**src/sv/rfba_pkg.sv**
```systemverilog
// ----------------------------------------------------------------------------
// rfba_pkg: shared definitions for the radio frame bit aligner
// Frame geometry, status codes, controller states and the mask tables used
// to find and check the bit offset of a received frame.
// ----------------------------------------------------------------------------
`default_nettype none

package rfba_pkg;

  localparam int FLAG_COUNT = 3;
  localparam int FRAME_LEN  = 2 * FLAG_COUNT + 1;
  localparam int CNT_W      = $clog2(FRAME_LEN + 1);
  localparam int ADDR_W     = $clog2(FRAME_LEN);

  typedef enum logic [2:0] {
    STAT_NONE   = 3'd0,
    STAT_SYNC   = 3'd1,
    STAT_STORED = 3'd2,
    STAT_REJECT = 3'd3,
    STAT_FRAME  = 3'd4
  } status_t;

  typedef enum logic [2:0] {
    S_IDLE,
    S_EVAL,
    S_MERGE,
    S_RESP,
    S_EMIT_RD,
    S_EMIT_WR
  } state_t;

  localparam logic [7:0] HUNT_MASK [8] = '{
    8'hE7, 8'h73, 8'h39, 8'h1C, 8'h0E, 8'h07, 8'h03, 8'h01
  };

  localparam logic [7:0] TEST_MASK [8] = '{
    8'h00, 8'h80, 8'hC0, 8'hE0, 8'h70, 8'h38, 8'h9C, 8'hCE
  };

  function automatic logic [3:0] find_offset(input logic [7:0] rx);
    logic [3:0] d;
    d = 4'd0;
    for (int i = 7; i >= 0; i--) begin
      if ((rx & HUNT_MASK[i]) == HUNT_MASK[i]) begin
        d = 4'(i + 1);
      end
    end
    return d;
  endfunction

  function automatic logic [7:0] shift_byte(input logic [7:0] rx, input logic [3:0] d);
    logic [7:0] s;
    s = rx << (d - 4'd1);
    return s;
  endfunction

  function automatic logic [7:0] top_bits(input logic [7:0] rx, input logic [3:0] d);
    logic [7:0] t;
    t = rx >> (4'd9 - d);
    return t;
  endfunction

endpackage

`default_nettype wire

```
**src/sv/rfba_ram.sv**
```systemverilog
// ----------------------------------------------------------------------------
// rfba_ram: generic simple dual-port RAM
// One write port and one read port; read data is registered.
// ----------------------------------------------------------------------------
`default_nettype none

module rfba_ram #(
  parameter int WIDTH = 8,
  parameter int DEPTH = 8
) (
  input  wire logic                     clk,
  input  wire logic                     we,
  input  wire logic [$clog2(DEPTH)-1:0] waddr,
  input  wire logic [WIDTH-1:0]         wdata,
  input  wire logic [$clog2(DEPTH)-1:0] raddr,
  output logic      [WIDTH-1:0]         rdata
);

  logic [WIDTH-1:0] mem [DEPTH];

  always_ff @(posedge clk) begin
    if (we) begin
      mem[waddr] <= wdata;
    end
    rdata <= mem[raddr];
  end

endmodule

`default_nettype wire

```
**src/sv/rf_frame_bit_aligner.sv**
```systemverilog
// ----------------------------------------------------------------------------
// rf_frame_bit_aligner: receive-side bit aligner for radio frames
// Hunts for a sync pattern, then shifts and stores frame bytes in a RAM and
// emits the aligned frame as a run of bytes.
// ----------------------------------------------------------------------------
// Usage:
//   in_valid/in_ready carries one raw byte per transaction. out_valid/out_ready
//   carries result transactions: status, frame byte, byte index and a last
//   mark on the final result caused by an input byte.
//   Every byte gives one result, except the byte that completes a frame,
//   which gives FRAME_LEN results with status "frame byte out".
//   Timing: a hunted or rejected byte goes through the evaluate and respond
//   states; a stored byte also goes through the merge state (one registered
//   RAM read, then the merge write into the previous slot unless the offset
//   is 1). A completing byte then goes through emit read and emit write per
//   frame byte: a registered RAM read, then a load into the output register.
//   The block takes one byte at a time; the next byte is accepted once the
//   previous byte's results are all in the output register.
//   Reset clears the alignment state to hunting; the frame RAM needs no
//   clearing pass, since every slot is written before a frame is emitted.
//   When the receiver stalls, the output register holds its transaction and
//   the controller waits before loading the next result.
// ----------------------------------------------------------------------------
`default_nettype none

module rf_frame_bit_aligner (
  input  wire logic       clk,
  input  wire logic       rst_n,
  input  wire logic       in_valid,
  output logic            in_ready,
  input  wire logic [7:0] in_rx_byte,
  output logic            out_valid,
  input  wire logic       out_ready,
  output logic      [2:0] out_status,
  output logic      [7:0] out_frame_byte,
  output logic      [2:0] out_byte_index,
  output logic            out_last
);

  localparam int FL = rfba_pkg::FRAME_LEN;
  localparam int CW = rfba_pkg::CNT_W;
  localparam int AW = rfba_pkg::ADDR_W;

  rfba_pkg::state_t  state_r, state_nxt;
  logic [3:0]        offset_r, offset_nxt;
  logic [CW-1:0]     count_r, count_nxt;
  logic [AW-1:0]     emit_idx_r, emit_idx_nxt;
  logic [7:0]        rx_r, rx_nxt;
  rfba_pkg::status_t resp_r, resp_nxt;

  logic       out_valid_r, out_valid_nxt;
  logic [2:0] out_status_r, out_status_nxt;
  logic [7:0] out_byte_r, out_byte_nxt;
  logic [2:0] out_index_r, out_index_nxt;
  logic       out_last_r, out_last_nxt;

  logic          ram_we;
  logic [AW-1:0] ram_waddr;
  logic [7:0]    ram_wdata;
  logic [AW-1:0] ram_raddr;
  logic [7:0]    ram_rdata;

  logic          out_free;
  logic [CW-1:0] count_m1;
  logic [3:0]    hunt_d;
  logic [7:0]    tmask;

  rfba_ram #(
    .WIDTH(8),
    .DEPTH(FL)
  ) u_store (
    .clk  (clk),
    .we   (ram_we),
    .waddr(ram_waddr),
    .wdata(ram_wdata),
    .raddr(ram_raddr),
    .rdata(ram_rdata)
  );

  assign out_free = !out_valid_r || out_ready;
  assign count_m1 = count_r - CW'(1);
  assign hunt_d   = rfba_pkg::find_offset(rx_r);
  assign tmask    = rfba_pkg::TEST_MASK[3'(offset_r - 4'd1)];

  always_comb begin
    state_nxt      = state_r;
    offset_nxt     = offset_r;
    count_nxt      = count_r;
    emit_idx_nxt   = emit_idx_r;
    rx_nxt         = rx_r;
    resp_nxt       = resp_r;
    out_valid_nxt  = out_valid_r && !out_ready;
    out_status_nxt = out_status_r;
    out_byte_nxt   = out_byte_r;
    out_index_nxt  = out_index_r;
    out_last_nxt   = out_last_r;
    ram_we         = 1'b0;
    ram_waddr      = '0;
    ram_wdata      = '0;
    ram_raddr      = emit_idx_r;
    in_ready       = 1'b0;

    case (state_r)
      rfba_pkg::S_IDLE: begin
        in_ready = 1'b1;
        if (in_valid) begin
          rx_nxt    = in_rx_byte;
          state_nxt = rfba_pkg::S_EVAL;
        end
      end
      rfba_pkg::S_EVAL: begin
        if (offset_r == 4'd0) begin
          offset_nxt = hunt_d;
          state_nxt  = rfba_pkg::S_RESP;
          if (hunt_d != 4'd0) begin
            ram_we    = 1'b1;
            ram_waddr = '0;
            ram_wdata = rfba_pkg::shift_byte(rx_r, hunt_d);
            count_nxt = CW'(1);
            resp_nxt  = rfba_pkg::STAT_SYNC;
          end else begin
            count_nxt = '0;
            resp_nxt  = rfba_pkg::STAT_NONE;
          end
        end else if (count_r == CW'(1) && offset_r != 4'd1 && (rx_r & tmask) != tmask) begin
          count_nxt  = '0;
          offset_nxt = 4'd0;
          resp_nxt   = rfba_pkg::STAT_REJECT;
          state_nxt  = rfba_pkg::S_RESP;
        end else begin
          if (count_r < CW'(FL)) begin
            ram_we    = 1'b1;
            ram_waddr = count_r[AW-1:0];
            ram_wdata = rfba_pkg::shift_byte(rx_r, offset_r);
          end
          ram_raddr = count_m1[AW-1:0];
          state_nxt = rfba_pkg::S_MERGE;
        end
      end
      rfba_pkg::S_MERGE: begin
        if (offset_r != 4'd1) begin
          ram_we    = 1'b1;
          ram_waddr = count_m1[AW-1:0];
          ram_wdata = ram_rdata | rfba_pkg::top_bits(rx_r, offset_r);
        end
        if (count_r == CW'(FL)) begin
          emit_idx_nxt = '0;
          state_nxt    = rfba_pkg::S_EMIT_RD;
        end else begin
          count_nxt = count_r + CW'(1);
          resp_nxt  = rfba_pkg::STAT_STORED;
          state_nxt = rfba_pkg::S_RESP;
        end
      end
      rfba_pkg::S_RESP: begin
        if (out_free) begin
          out_valid_nxt  = 1'b1;
          out_status_nxt = resp_r;
          out_byte_nxt   = '0;
          out_index_nxt  = '0;
          out_last_nxt   = 1'b1;
          state_nxt      = rfba_pkg::S_IDLE;
        end
      end
      rfba_pkg::S_EMIT_RD: begin
        state_nxt = rfba_pkg::S_EMIT_WR;
      end
      rfba_pkg::S_EMIT_WR: begin
        if (out_free) begin
          out_valid_nxt  = 1'b1;
          out_status_nxt = rfba_pkg::STAT_FRAME;
          out_byte_nxt   = ram_rdata;
          out_index_nxt  = 3'(emit_idx_r);
          out_last_nxt   = (emit_idx_r == AW'(FL - 1));
          if (emit_idx_r == AW'(FL - 1)) begin
            offset_nxt = 4'd0;
            count_nxt  = '0;
            state_nxt  = rfba_pkg::S_IDLE;
          end else begin
            emit_idx_nxt = emit_idx_r + AW'(1);
            state_nxt    = rfba_pkg::S_EMIT_RD;
          end
        end
      end
      default: begin
        state_nxt = rfba_pkg::S_IDLE;
      end
    endcase
  end

  always_ff @(posedge clk) begin
    if (!rst_n) begin
      state_r     <= rfba_pkg::S_IDLE;
      offset_r    <= 4'd0;
      count_r     <= '0;
      out_valid_r <= 1'b0;
    end else begin
      state_r     <= state_nxt;
      offset_r    <= offset_nxt;
      count_r     <= count_nxt;
      out_valid_r <= out_valid_nxt;
    end
  end

  always_ff @(posedge clk) begin
    emit_idx_r   <= emit_idx_nxt;
    rx_r         <= rx_nxt;
    resp_r       <= resp_nxt;
    out_status_r <= out_status_nxt;
    out_byte_r   <= out_byte_nxt;
    out_index_r  <= out_index_nxt;
    out_last_r   <= out_last_nxt;
  end

  assign out_valid      = out_valid_r;
  assign out_status     = out_status_r;
  assign out_frame_byte = out_byte_r;
  assign out_byte_index = out_index_r;
  assign out_last       = out_last_r;

  a_offset_range: assert property (@(posedge clk) disable iff (!rst_n)
    offset_r <= 4'd8)
    else $error("bit offset out of range");

  a_merge_aligned: assert property (@(posedge clk) disable iff (!rst_n)
    state_r == rfba_pkg::S_MERGE |-> offset_r != 4'd0 && count_r != '0)
    else $error("merge while hunting");

  a_frame_last_index: assert property (@(posedge clk) disable iff (!rst_n)
    out_valid_r && out_status_r == rfba_pkg::STAT_FRAME && out_last_r
    |-> out_index_r == 3'(FL - 1))
    else $error("frame ends at wrong index");

  a_accept_eval: assert property (@(posedge clk) disable iff (!rst_n)
    in_valid && in_ready |=> state_r == rfba_pkg::S_EVAL)
    else $error("accepted byte not evaluated");

endmodule

`default_nettype wire
```
**config.mk**
```make
export PLATFORM = sky130hd
export DESIGN_NAME = rf_frame_bit_aligner
export DESIGN_NICKNAME = d
export VERILOG_FILES = /design/src/sv/rfba_pkg.sv /design/src/sv/rfba_ram.sv /design/src/sv/rf_frame_bit_aligner.sv
export SDC_FILE = /design/constraint.sdc
export NUM_CORES = 1
export LEC_CHECK = 0
export BUFFER_PORTS_ARGS = -buffer_cell sky130_fd_sc_hd__buf_4
export CAP_MARGIN = 20
export CORE_UTILIZATION = 40
export CTS_CLUSTER_SIZE = 24
export DETAILED_ROUTE_END_ITERATION = 8
export GPL_ROUTABILITY_DRIVEN = 1
export SLEW_MARGIN = 20
export SYNTH_ARGS = -nofsm -noshare
export SYNTH_HDL_FRONTEND = slang
export SYNTH_HIERARCHICAL = 1
export SYNTH_SLANG_ARGS = --single-unit
```
**constraint.sdc**
```tcl
create_clock -name clk -period 8.2 [get_ports clk]
set_input_delay 0.41 -clock clk [delete_from_list [all_inputs] [get_ports clk]]
set_output_delay 0.41 -clock clk [all_outputs]
set_load 0.005 [all_outputs]
```
After elaboration in Yosys (flattened, before gate mapping)
Memories as Yosys holds them, arrays and structs flattened. A register that Yosys moved wholly into a read port is not among the register bits.
Cells that the tools add are included.

word-level totals
  flip-flop bits (word level) = 40
  RAM bits = 56
  ROM bits = 64
  output and inout bits = 17
  word-level logic and storage cells = 148
  memories kept = 2

operators by class
  add/sub/neg operators = 6
  magnitude comparators = 2
  equal/unequal tests = 25
  shift-type cells = 3
  multiplexer cells = 74
  bitwise gates (word level) = 3
  reduce and logical (&&, ||, !) cells = 22

memories
  memory           depth  width  rd ports  clocked after memory_dff  write ports  RTL line                    RTL
  (no name shown)  8      8      1         0                         0            rf_frame_bit_aligner.sv:83  assign tmask = rfba_pkg::TEST_MASK[3'(offset_r - 4'd1)];
  u_store.mem      7      8      1         1                         1            rfba_ram.sv:19              logic [WIDTH-1:0] mem [DEPTH];

operators with widths
  cell                   number
  $mux W3                26
  $mux W8                9
  $mux W4                12
  $pmux W8 S2            2
  $pmux W3 S2            5
  $eq A3 B3 Y1 const B   7
  $pmux W3 S6            1
  $shl A8 B4 Y8          2
  $mux W1                15
  $ne A2 B2 Y1 const B   7
  $pmux W3 S3            1
  $reduce_and A3 Y1      3
  $and A8 B8 Y8          1
  $ne A8 B8 Y1           1
  $or A8 B8 Y8           1
  $pmux W4 S2            1
  $reduce_and A4 Y1      2
  $reduce_bool A2 Y1     4
  $shr A8 B4 Y8          1
  $sub A4 B1 Y4 const B  2
  $add A3 B1 Y3 const B  2
  $eq A3 B1 Y1 const B   2
  $eq A3 B2 Y1 const B   2
  $eq A6 B6 Y1 const B   1
  other kinds (21)       25

Depth between registers and ports, before layout
Gate-level depths: netlist of the first run.

  depth after elaboration = 14
  mapped depth = 16
  mapped depth without buffers = 13

By module
The synthesis of the first run kept the hierarchy.

modules (own cells, without submodules)
  module                times used  cells an instance  area each (um^2)  sequential area each (um^2)
  rf_frame_bit_aligner  1           367                3239.4            1061.0
  rfba_ram              1           133                2516.2            1841.8

Least setup slack after synthesis of the first run
Ideal clock, no wire load.

  path type = reg-to-reg
  start point = reg offset_r[0]
  end point = mem u_store.mem[0][0], enable pin
  setup time = 383 ps
  arrival time = 3151 ps
  path slack = 4665 ps
  cell stages (with the launch flop) = 15
  path buffers = 2
  clock period less this slack = 3535 ps
  cell sequence = dfxtp_1 -> buf_2 -> buf_2 -> inv_1 -> ha_1 -> inv_1 -> ha_1 -> nand2b_1 -> a221oi_1 -> o22ai_2 -> nor2_1 -> a22oi_1 -> o21ai_0 -> nand2b_1 -> nor3_1

on the way
  cells in the longest elaborated chain, start to end = 13
  elaborated cells between the ends (all ways) = 21
  those cells by class = add/sub: 1; eq/ne: 2; mux: 12; bitwise: 2; reduce/logical: 3; memory: 1

RTL lines
  item                                         RTL line                     RTL
  start, declared                              rf_frame_bit_aligner.sv:45   logic [3:0] offset_r, offset_nxt;
  start signal, assigned                       rf_frame_bit_aligner.sv:199  offset_r <= offset_nxt;
  $sub A4 B1 Y4                                -
  $not A3 Y4 (implied by the code)             rf_frame_bit_aligner.sv:83
  $mem_v2 Z8 W8                                -
  $mux W8 (implied by the code) (2 in series)  rf_frame_bit_aligner.sv:83
  $and A8 B8 Y8                                rf_frame_bit_aligner.sv:125  end else if (count_r == CW'(1) && offset_r != 4'd1 && (rx_r & tmask) != tmask) begin
  $ne A8 B8 Y1                                 rf_frame_bit_aligner.sv:125
  $logic_and A1 B1 Y1                          rf_frame_bit_aligner.sv:125
  $mux W1                                      rf_frame_bit_aligner.sv:125
  $mux W1                                      rf_frame_bit_aligner.sv:112  if (offset_r == 4'd0) begin
  $pmux W1 S2 (*)                              rf_frame_bit_aligner.sv:103  case (state_r)
  named net ram_we                             rf_frame_bit_aligner.sv:57   logic ram_we;
  $mux W1 (*)                                  rfba_ram.sv:22               if (we) begin
  $mux W1 (implied by the code) (*)            rfba_ram.sv:23               mem[waddr] <= wdata;
  end, declared                                rfba_ram.sv:19

Mark *: on every way through the listed nets, which the timed path passes. The rest lies on a longest branch. The select of a mux whose other input is x is not followed.

Final worst setup path of the first run
  start point = reg offset_r[0]
  end point = mem u_store.mem[1][3], enable pin

on the way
  elaborated cells between the ends (all ways) = 21
  those cells by class = add/sub: 1; eq/ne: 2; mux: 12; bitwise: 2; reduce/logical: 3; memory: 1

RTL lines
  item                                         RTL line                     RTL
  $sub A4 B1 Y4                                -
  $not A3 Y4 (implied by the code)             rf_frame_bit_aligner.sv:83
  $mem_v2 Z8 W8                                -
  $mux W8 (implied by the code) (2 in series)  rf_frame_bit_aligner.sv:83
  $and A8 B8 Y8                                rf_frame_bit_aligner.sv:125
  $ne A8 B8 Y1                                 rf_frame_bit_aligner.sv:125
  $logic_and A1 B1 Y1                          rf_frame_bit_aligner.sv:125
  $mux W3                                      rf_frame_bit_aligner.sv:125
  $mux W3                                      rf_frame_bit_aligner.sv:112
  $pmux W3 S2 (*)                              rf_frame_bit_aligner.sv:103
  named net ram_waddr[0]                       rf_frame_bit_aligner.sv:58   logic [AW-1:0] ram_waddr;

Marks and branches as above.

==> results.tsv, run 1 <==
stage	metric	value	unit
floorplanning	chipHeight	122.0	um
pwr	p_leak	2.293	nW
critical_path	crit_family	simple AND/OR/NAND/NOR gates	
clocking	cts_max_path_buffers	2	
finish	syn_to_final_growth	10.02	%
critical_path	r2r_slack	3530	ps
timing	rsz0062_at_grt	no	
global_route	grt_pass1_wl	20670	um
floorplanning	rows	43	
synthesis	yosysTopAreaCell	edfxtp_1	
global_route	grt_max_degree	33	
critical_path	worst-endpoint-required	8170	ps
pwr	power	1.818	mW
critical_path	worstPathMaxFanout	27	
clocking	cts_resized	0	
synthesis	synth_top_cell_area_share	43.83	%
routing	vias	3973	
timing	finalWorstPathRequiredPeriod	4672	ps
pwr	p_per_area	287.2	mW/mm2
synthesis	synth_fa_ha_area_share	2.826	%
pwr	swShare	37.06	%
clocking	htree_levels	3	
synthesis	avgSynthCellArea	11.51	um2
worst_hold_path	hold_class	input port to flip-flop	
floorplanning	core	0.01393	mm2
timing	setup_tns	0	ps
timing	fmax	214.1	MHz
pwr	p_switching	0.6739	mW
global_route	antenna_found_initial	0	
clocking	cts_tree	built	
synthesis	netlist_top_cells_area	edfxtp_1 44%, dfxtp_1 6.6%, mux2i_1 5.7%	
routing	postRouteAntennaNets	0	
timing	worst_pin_slew	1012	ps
clocking	cts_made_buffers	9	
synthesis	postSynthCellCount	500	
timing	hold_viol_final	0	
synthesis	syn_area	0.005756	mm2
critical_path	cp-end-kind	flip-flop	
pwr	clkPwrFrac	22.9	%
finish	seqCellArea	0.002903	mm2
routing	routed_wl	12910	um
synthesis	synth_top_flop_cell	edfxtp_1	
routing	via_per_inst	5.750	
clocking	post_cts_buffers	0	
critical_path	cp_slowest_cell	dfxtp_1	
floorplanning	die_w	122.0	um
timing	slew_violations	0	
synthesis	synth-edff-count	84	
synthesis	synth_top_family_by_area	compound AO/OA/AOI/OAI gates	
synthesis	syn_nets	525	
critical_path	worst_setup_path_start_kind	flip-flop	
global_route	grt_pass1_vias	3822	
synthesis	synth-simple-area-share	14.93	%
routing	post-route-drc-count	0	
routing	dr.pass1.iters	5	
synthesis	synth-compound-area-share	15.61	%
pwr	comb_power_share	33.9	%
synthesis	seq_area_frac_synth	50.43	%
timing	setup_viol	0	
pwr	seqPwrFrac	43.2	%
synthesis	synth_xor_xnor_area_share	0.7609	%
global_route	overflow	0	
critical_path	cp_slowest_stage_delay	990	ps
placed_design	dp_hpwl	9112	um
synthesis	synth_warnings	6	
synthesis	synthMuxAreaShare	11.15	%
floorplanning	die_area	0.01487	mm2
pwr	p_int	1.144	mW
flow_run	cap_violations	0	
clocking	clk_pin_slew	70	ps
timing	period_share	56.97	%
routing	post_drt_wl_per_cell	18.68	um
status	status	complete, no violations	
floorplanning	start_util	41.30	%
global_route	grt_usage	18.51	%
clocking	root_buffer	clkbuf_16	
synthesis	postSynth.asyncResetShare	0	%
pwr	vdd_drop_max	0.0001223	V
timing	final.setup_skew	8.048	ps
clocking	clkSinkCount	103	
timing	relSlewSlack	32.41	%
floorplanning	ioPinCount	29	
finish	n_antenna_cell	0	
placed_design	io_buffers	28	
clocking	clkLatencyLatePin	350	ps
finish	multi_input_area	0.002618	mm2
critical_path	cp_num_buf_inv	2	
finish	drive_gt1_share	18.00	%
finish	nFillCells	1255	
synthesis	ys_ff_latch	103	
critical_path	path_cells	inv_1 -> ha_1 -> inv_1 -> ha_1 -> nand2b_1 -> a221oi_1 -> o22ai_2 -> nor2_1 -> nand2_1 -> o22ai_1 -> nand2b_1 -> nor2_1	
clocking	hold_buffers	0	
finish	nets	531	
critical_path	cp.arrival	4650	ps
placed_design	gp_congestion	0.9058	
critical_path	crit_type	flip-flop to flip-flop	
synthesis	synthDistinctLibCells	68	
routing	drtIter0Drc	367	
==> registers in the layout, summed over array words and instances (netlist names) <==
name	cells
out_frame_byte	8
u_store/rdata	8
out_byte_index	3
offset_r	4
state_r	3
rx_r	8
out_last	1
emit_idx_r	3
out_valid	1
out_status	3
u_store/mem	56
resp_r	2
count_r	3
==> power by group through the flow <==
stage | registers (mW) | clock network, mW | logic (mW)
4_1_cts | 0.785 | 0.425 | 0.612
2_1_floorplan | 0.722 | 0 | 0.515
3_3_place_gp | 0.794 | 0 | 0.596
6_report | 0.786 | 0.417 | 0.616
3_5_place_dp | 0.797 | 0 | 0.609
5_1_grt | 0.799 | 0.444 | 0.683
==> logic make-up (layout without fill, tap and decap cells) <==
logic type | after synthesis | count (layout)
DFF | 103 | 103
adders and majority gates | 13 | 13
xor gates and xnor gates | 5 | 5
and+or+nand+nor | 164 | 164
buffers and inverters | 53 | 64
AOI/OAI and AO/OA | 112 | 112
muxes | 50 | 50
==> synthesized netlist by cell type, drive strengths merged (16+ instances only) <==
cell type   n
clkbuf     19
o211ai     17
nor2       34
mux2i      33
edfxtp     84
buf        18
nand2      40
inv        16
dfxtp      19
o21ai      22
a21oi      19
==> per-stage QoR <==
step | instances | setup WS (ps) | instance area [um2] | util [%] | hold slack, ps
6_report | 691 | 3528 | 6332 | 45.44 | 231.0
5_1_grt | 691 | 3088 | 6332 | 45.44 | 226.6
4_1_cts | 691 | 3459 | 6327 | 45.41 | 223.0
3_5_place_dp | 675 | 3480 | 6041 | 43.35 | 504.7
3_3_place_gp | 675 | 3529 | 6035 | 43.31 | 493.3
2_1_floorplan | 500 | 4665 | 5756 | - | 460.5
==> placed cells by master (no fill, tap or decap), drive strengths merged, types with 6 or more instances in the layout <==
master | netlist | final
mux2i | 33 | 33
o21ai | 22 | 22
nor2 | 34 | 34
a21boi | 6 | 6
a21oi | 19 | 19
mux4 | 8 | 8
nand2b | 15 | 15
nor3 | 7 | 7
mux2 | 9 | 9
o221ai | 10 | 10
dfxtp | 19 | 19
ha | 13 | 13
buf | 18 | 32
edfxtp | 84 | 84
nand3 | 15 | 15
clkbuf | 19 | 9
and2 | 13 | 13
inv | 16 | 21
nand2 | 40 | 40
nor2b | 11 | 11
o211ai | 17 | 17
==> area by class of cell <==
type	instances	share of cell area, %
Clock inverter	7	0.9682
Clock buffer	9	3.557
Tap cell	180	3.557
Sequential cell	103	45.84
Multi-Input combinational cell	344	41.34
Inverter	16	0.9484
Timing Repair Buffer	32	3.794
==> path summary, 6_finish.rpt <==
| path | from | to | depth (start not counted) |
|---|---|---|---|
| hold / removal | in_rx_byte[2] | rx_r[2] | 1 |
| hold reg to reg | count_r[1] | count_r[1] | 2 |
| setup reg to reg | offset_r[0] | u_store/mem[1][3] | 12 |
| setup / recovery | offset_r[0] | u_store/mem[1][3] | 12 |
==> per-layer routing <==
layer / GRT usage, % / part of all wire [%]
met1: 24.55 / 45
met2: 30.40 / 49
met3: 2.622 / 3.6
met4: 7.330 / 1.9
met5: 0 / 0
No activity file was read; power rests on OpenSTA's default activity.
==> run 2: changes to the inputs <==
==> constraint.sdc (replaced) <==
create_clock -name clk -period 4.7 [get_ports clk]
set_input_delay 0.235 -clock clk [delete_from_list [all_inputs] [get_ports clk]]
set_output_delay 0.235 -clock clk [all_outputs]
set_load 0.005 [all_outputs]
==> run 2 against run 1 <==
Against the previous run:
- first-iteration DRC count is 20% lower
- cell area is 1.3% higher
- routed wire length is 0.12% higher
- combinational power is 83% higher
- setup slack worse by 2900 ps
- flip-flop and latch count stayed put
- core utilization is 0.60 points higher
- hold slack worse by 170 ps
- critical path type unchanged
- highest routed layer unchanged
- total power is 78% higher
- clock power is 87% higher
==> results.tsv, run 2 (same netlist as run 1, synthesis figures left out) <==
stage	metric	value	unit
status	status	complete, no violations	
worst_hold_path	whs_path_depth	1	
global_route	grt_pass1_wl	21160	um
clocking	htree_levels	3	
routing	routed_wl	12920	um
floorplanning	rows	43	
finish	layout.cells.most_common	edfxtp_1	
critical_path	r2r_end	u_store/mem[1][3]	
critical_path	r2r_start	offset_r[1]	
placed_design	io_buffers	28	
clocking	post_cts_buffers	0	
pwr	p_per_area	504.4	mW/mm2
floorplanning	ioPinCount	29	
routing	drtIter0Drc	292	
finish	regMostFlops	u_store/mem	
timing	final.setup_skew	9.366	ps
critical_path	crit_path_end	u_store/mem[1][3]	
flow_run	cap_violations	0	
timing	period_share	87.36	%
routing	post-route-drc-count	0	
placed_design	dp_hpwl	9299	um
global_route	grt_pass1_vias	3972	
clocking	clkSinkCount	103	
routing	dr.pass1.iters	5	
timing	hold_viol_final	0	
finish	final_cell_mix	84 x edfxtp_1, 40 x nand2_1, 38 x buf_4, 33 x nor2_1, 33 x mux2i_1	
critical_path	crit_type	flip-flop to flip-flop	
timing	setup_viol	0	
floorplanning	chipHeight	122.0	um
critical_path	cp.arrival	4080	ps
timing	fmax	243.6	MHz
clocking	cts_resized	0	
timing	slew_violations	0	
pwr	vdd_drop_max	0.0001817	V
critical_path	worstPathMaxFanout	14	
routing	via_per_inst	5.692	
routing	vias	3973	
critical_path	r2r_slack	590	ps
critical_path	cp-end-kind	flip-flop	
floorplanning	start_util	41.30	%
timing	setup_tns	0	ps
floorplanning	core	0.01393	mm2
clocking	root_buffer	clkbuf_16	
finish	nets	538	
timing	worst_pin_slew	790.0	ps
timing	rsz0062_at_grt	no	
routing	postRouteAntennaNets	0	
pwr	power	3.236	mW
clocking	cts_tree	built	
critical_path	worst_setup_path_start_kind	flip-flop	
finish	drive_gt1_share	18.73	%
floorplanning	die_area	0.01487	mm2
clocking	cts_made_buffers	9	
global_route	grt_usage	18.82	%
critical_path	cp-startpoint	offset_r[1]	
worst_hold_path	hold_class	input port to flip-flop	
floorplanning	die_w	122.0	um
critical_path	worst-endpoint-required	4670	ps
global_route	antenna_found_initial	0	
placed_design	gp_congestion	0.9276	
worst_hold_path	hold_start	in_rx_byte[3]	
global_route	grt_max_degree	33	
timing	relSlewSlack	47.14	%
finish	nFillCells	1253	
routing	post_drt_wl_per_cell	18.51	um
global_route	overflow	0	
clocking	cts_max_path_buffers	2	
pwr	p_leak	2.350	nW
finish	n_antenna_cell	0	
clocking	clk_pin_slew	80	ps
clocking	hold_buffers	0	
timing	finalWorstPathRequiredPeriod	4106	ps
clocking	clkLatencyLatePin	350	ps
critical_path	rr_worst_depth	12	
finish	syn_to_final_growth	11.48	%
finish	largest_reg_flops	56	
## run 2: changes by cell type in the layout (fill, tap and decap cells not counted), sizes merged
cell / delta
buf: +7
bufinv: +1
clkinv: +2
clkinvlp: -1
inv: -2
## run 2: worst max-delay path: stages, from the launching register on
cell and delay (ps):
dfxtp_1 610, inv_1 250, ha_1 230, inv_1 50, ha_1 370, nand2b_1 220, a221oi_1 310, o22ai_2 190
nor2_1 210, nand2_1 180, o22ai_1 350, nand2b_1 120, nor2_1 630
## run 2: worst min path at each step
stage	endpoint	slack (ps)
final	rx_r[3]	60
after global routing	rx_r[7]	40
after CTS	rx_r[1]	50
after detailed placement	rx_r[1]	410
after global placement	rx_r[6]	410
after floorplan	rx_r[0]	330
## run 2: through the flow
stage	worst slack (ps)	cells	utilization [%]	hold slack (ps)	cell area [um2]
CTS	577.9	698	46.04	52.80	6416
detailed placement	622.4	682	43.79	414.8	6102
global placement	782.6	682	43.77	412.9	6100
global route	167.6	698	46.04	44.70	6416
floorplan	1165	500	-	333.9	5756
finish	594.1	698	46.04	58.53	6416
## run 2: cell type report
class / count / area (um2) / area share, %
Inverter: 16 / 60.06 / 0.9360
Sequential cell: 103 / 2903 / 45.24
Multi-Input combinational cell: 344 / 2609 / 40.66
Timing Repair Buffer: 39 / 305.3 / 4.758
Tap cell: 180 / 225.2 / 3.510
Clock inverter: 7 / 88.84 / 1.385
Clock buffer: 9 / 225.2 / 3.510
## run 2: per-layer routing
metal  part of all wire, %  GRT usage [%]  up-vias
li1                      -              -     1907
met1                    45          24.38     1938
met2                    48          30.86      108
met3                   4.0          3.137       20
met4                   2.8          8.256        0
met5                     0              0        -
## run 2: power breakdown
group | internal (mW) | switching, mW | total (mW)
Clock | 0.425 | 0.354 | 0.779
Sequential | 1.20 | 0.127 | 1.33
Combinational | 0.432 | 0.695 | 1.13
==> run 3: changes to the inputs <==
--- a/config.mk
+++ b/config.mk
@@ -11,6 +11,7 @@
 export CTS_CLUSTER_SIZE = 24
 export DETAILED_ROUTE_END_ITERATION = 8
 export GPL_ROUTABILITY_DRIVEN = 1
+export RECOVER_POWER = 100
 export SLEW_MARGIN = 20
 export SYNTH_ARGS = -nofsm -noshare
 export SYNTH_HDL_FRONTEND = slang
==> run 3 against run 2 <==
Against the previous run:
- the flow now finishes with violations (max-capacitance violations)
- via count is 0.48% higher
- sequential power hardly changed
- sequential share of layout area is 0.44 points higher
- total power is 0.77% lower
- register-to-register slack hardly changed
- largest power group unchanged
- highest routed layer unchanged
==> results.tsv, run 3 (same netlist as run 1, synthesis figures left out) <==
stage	metric	value	unit
status	status	finished, violations left	
status	violations	max-capacitance violations	
timing	slew_violations	0	
clocking	clkLatencyLatePin	350	ps
pwr	clkPwrFrac	24.3	%
floorplanning	chipHeight	122.0	um
global_route	met3_usage	3.137	%
placed_design	place_inst	682	
critical_path	r2r_end	u_store/rdata[2]	
placed_design	gp_congestion	0.9276	
routing	postRouteAntennaNets	0	
critical_path	worstPathMaxFanout	14	
critical_path	path_cells	inv_1 -> ha_1 -> inv_1 -> ha_1 -> nor4bb_1 -> a221oi_1 -> o22ai_1 -> nor2_1 -> nand2_1 -> mux2i_1 -> buf_4 -> or2_0 -> o221ai_2	
global_route	grt_pass1_vias	3972	
finish	n_antenna_cell	0	
critical_path	crit_path_end	u_store/rdata[2]	
critical_path	crit_family	simple AND/OR/NAND/NOR gates	
finish	drive_gt1_share	16.41	%
floorplanning	core	0.01393	mm2
pwr	p_int	2.041	mW
critical_path	rr_worst_depth	13	
finish	nFillCells	1266	
finish	regMostFlops	u_store/mem	
clocking	htree_levels	3	
finish	final_cells	698	
placed_design	io_buffers	28	
critical_path	worst-endpoint-required	4900	ps
finish	utilization	45.60	%
pwr	p_leak	2.302	nW
floorplanning	die_area	0.01487	mm2
worst_hold_path	hold_class	input port to flip-flop	
finish	syn_to_final_growth	10.41	%
global_route	grt_pass1_wl	21160	um
pwr	p_per_area	505.3	mW/mm2
clocking	cts_max_path_buffers	2	
timing	period_share	87.45	%
flow_run	cap_violations	1	
routing	via_per_inst	5.719	
global_route	grt_use_met2	30.86	%
critical_path	cp-end-kind	flip-flop	
floorplanning	ioPinCount	29	
timing	setup_tns	0	ps
routing	post_drt_wl_per_cell	18.60	um
clocking	clkSinkCount	103	
critical_path	cp_num_buf_inv	3	
pwr	swShare	36.45	%
pwr	power	3.211	mW
critical_path	cp.arrival	4310	ps
global_route	grt_max_degree	33	
critical_path	worst_setup_path_start_kind	flip-flop	
critical_path	r2r_start	offset_r[1]	
clocking	cts_tree	built	
timing	worst_pin_slew	1481	ps
routing	routed_wl	12980	um
global_route	overflow	0	
clocking	hold_buffers	0	
timing	setup_viol	0	
floorplanning	die_w	122.0	um
finish	final_cell_mix	84 x edfxtp_1, 40 x nand2_1, 34 x nor2_1, 33 x mux2i_1, 21 x o21ai_0	
floorplanning	rows	43	
clocking	cts_resized	0	
clocking	post_cts_buffers	0	
pwr	seqPwrFrac	41.5	%
critical_path	crit_cells	13	
critical_path	cp-startpoint	offset_r[1]	
finish	nets	538	
timing	hold_viol_final	0	
critical_path	cp_slowest_stage_delay	660	ps
routing	drtIter0Drc	313	
critical_path	r2r_slack	590	ps
timing	finalWorstPathRequiredPeriod	4110	ps
clocking	clk_pin_slew	80	ps
timing	rsz0062_at_grt	no	
critical_path	cp_slowest_cell	or2_0	
pwr	vdd_drop_max	0.0001821	V
global_route	antenna_found_initial	0	
finish	layout.cells.most_common	edfxtp_1	
critical_path	crit_type	flip-flop to flip-flop	
timing	fmax	243.3	MHz
global_route	grt_usage	18.82	%
timing	relSlewSlack	0.04437	%
clocking	root_buffer	clkbuf_16	
clocking	cts_made_buffers	9	
worst_hold_path	whs_path_depth	1	
timing	final.setup_skew	9.972	ps
finish	largest_reg_flops	56	
timing	whs	80.00	ps
pwr	comb_power_share	34.2	%
placed_design	dp_hpwl	9299	um
global_route	grt_busiest_layer	met2	
routing	vias	3992	
routing	dr.pass1.iters	5	
global_route	use_met1	24.38	%
routing	post-route-drc-count	0	
pwr	p_switching	1.171	mW
floorplanning	start_util	41.30	%
==> run 3: metal layers <==
metal | up-vias | wire (um)
met5 | - | 0
met4 | 0 | 371
met3 | 20 | 526
met2 | 105 | 6186
met1 | 1954 | 5897
li1 | 1913 | -
==> run 3: worst min path at each step <==
| stage | from | endpoint | slack [ps] |
|---|---|---|---|
| after floorplan | in_rx_byte[0] | rx_r[0] | 330 |
| after global placement | in_rx_byte[6] | rx_r[6] | 410 |
| after detailed placement | in_rx_byte[1] | rx_r[1] | 410 |
| after CTS | in_rx_byte[1] | rx_r[1] | 50 |
| after global routing | in_rx_byte[3] | rx_r[3] | 70 |
| final | in_rx_byte[7] | rx_r[7] | 80 |
==> run 3: power by group through the flow <==
stage | clock (mW) | combinational (mW) | sequential, mW
detailed placement | 0 | 1.12 | 1.35
finish | 0.781 | 1.10 | 1.33
global route | 0.826 | 1.23 | 1.35
floorplan | 0 | 0.898 | 1.26
global placement | 0 | 1.10 | 1.34
CTS | 0.791 | 1.12 | 1.33
==> run 3: per-stage QoR <==
stage | setup slack, ps | instance area, um2
6_report | 590.0 | 6355
5_1_grt | 123.1 | 6355
4_1_cts | 577.9 | 6416
3_5_place_dp | 622.4 | 6102
3_3_place_gp | 782.6 | 6100
2_1_floorplan | 1165 | 5756
==> run 3: worst reg2reg max path, cell delays in order (launching register included) <==
cell	delay [ps]
dfxtp_1	610
inv_1	250
ha_1	240
inv_1	50
ha_1	370
nor4bb_1	330
a221oi_1	80
o22ai_1	370
nor2_1	140
nand2_1	200
mux2i_1	210
buf_4	240
or2_0	660
o221ai_2	200
==> run 3: final cells by class <==
type / instances / area, um2 / area share, %
Inverter: 16 / 60.06 / 0.9451
Sequential cell: 103 / 2903 / 45.68
Clock inverter: 7 / 88.84 / 1.398
Clock buffer: 9 / 225.2 / 3.544
Tap cell: 180 / 225.2 / 3.544
Timing Repair Buffer: 39 / 275.3 / 4.332
Multi-Input combinational cell: 344 / 2577 / 40.56
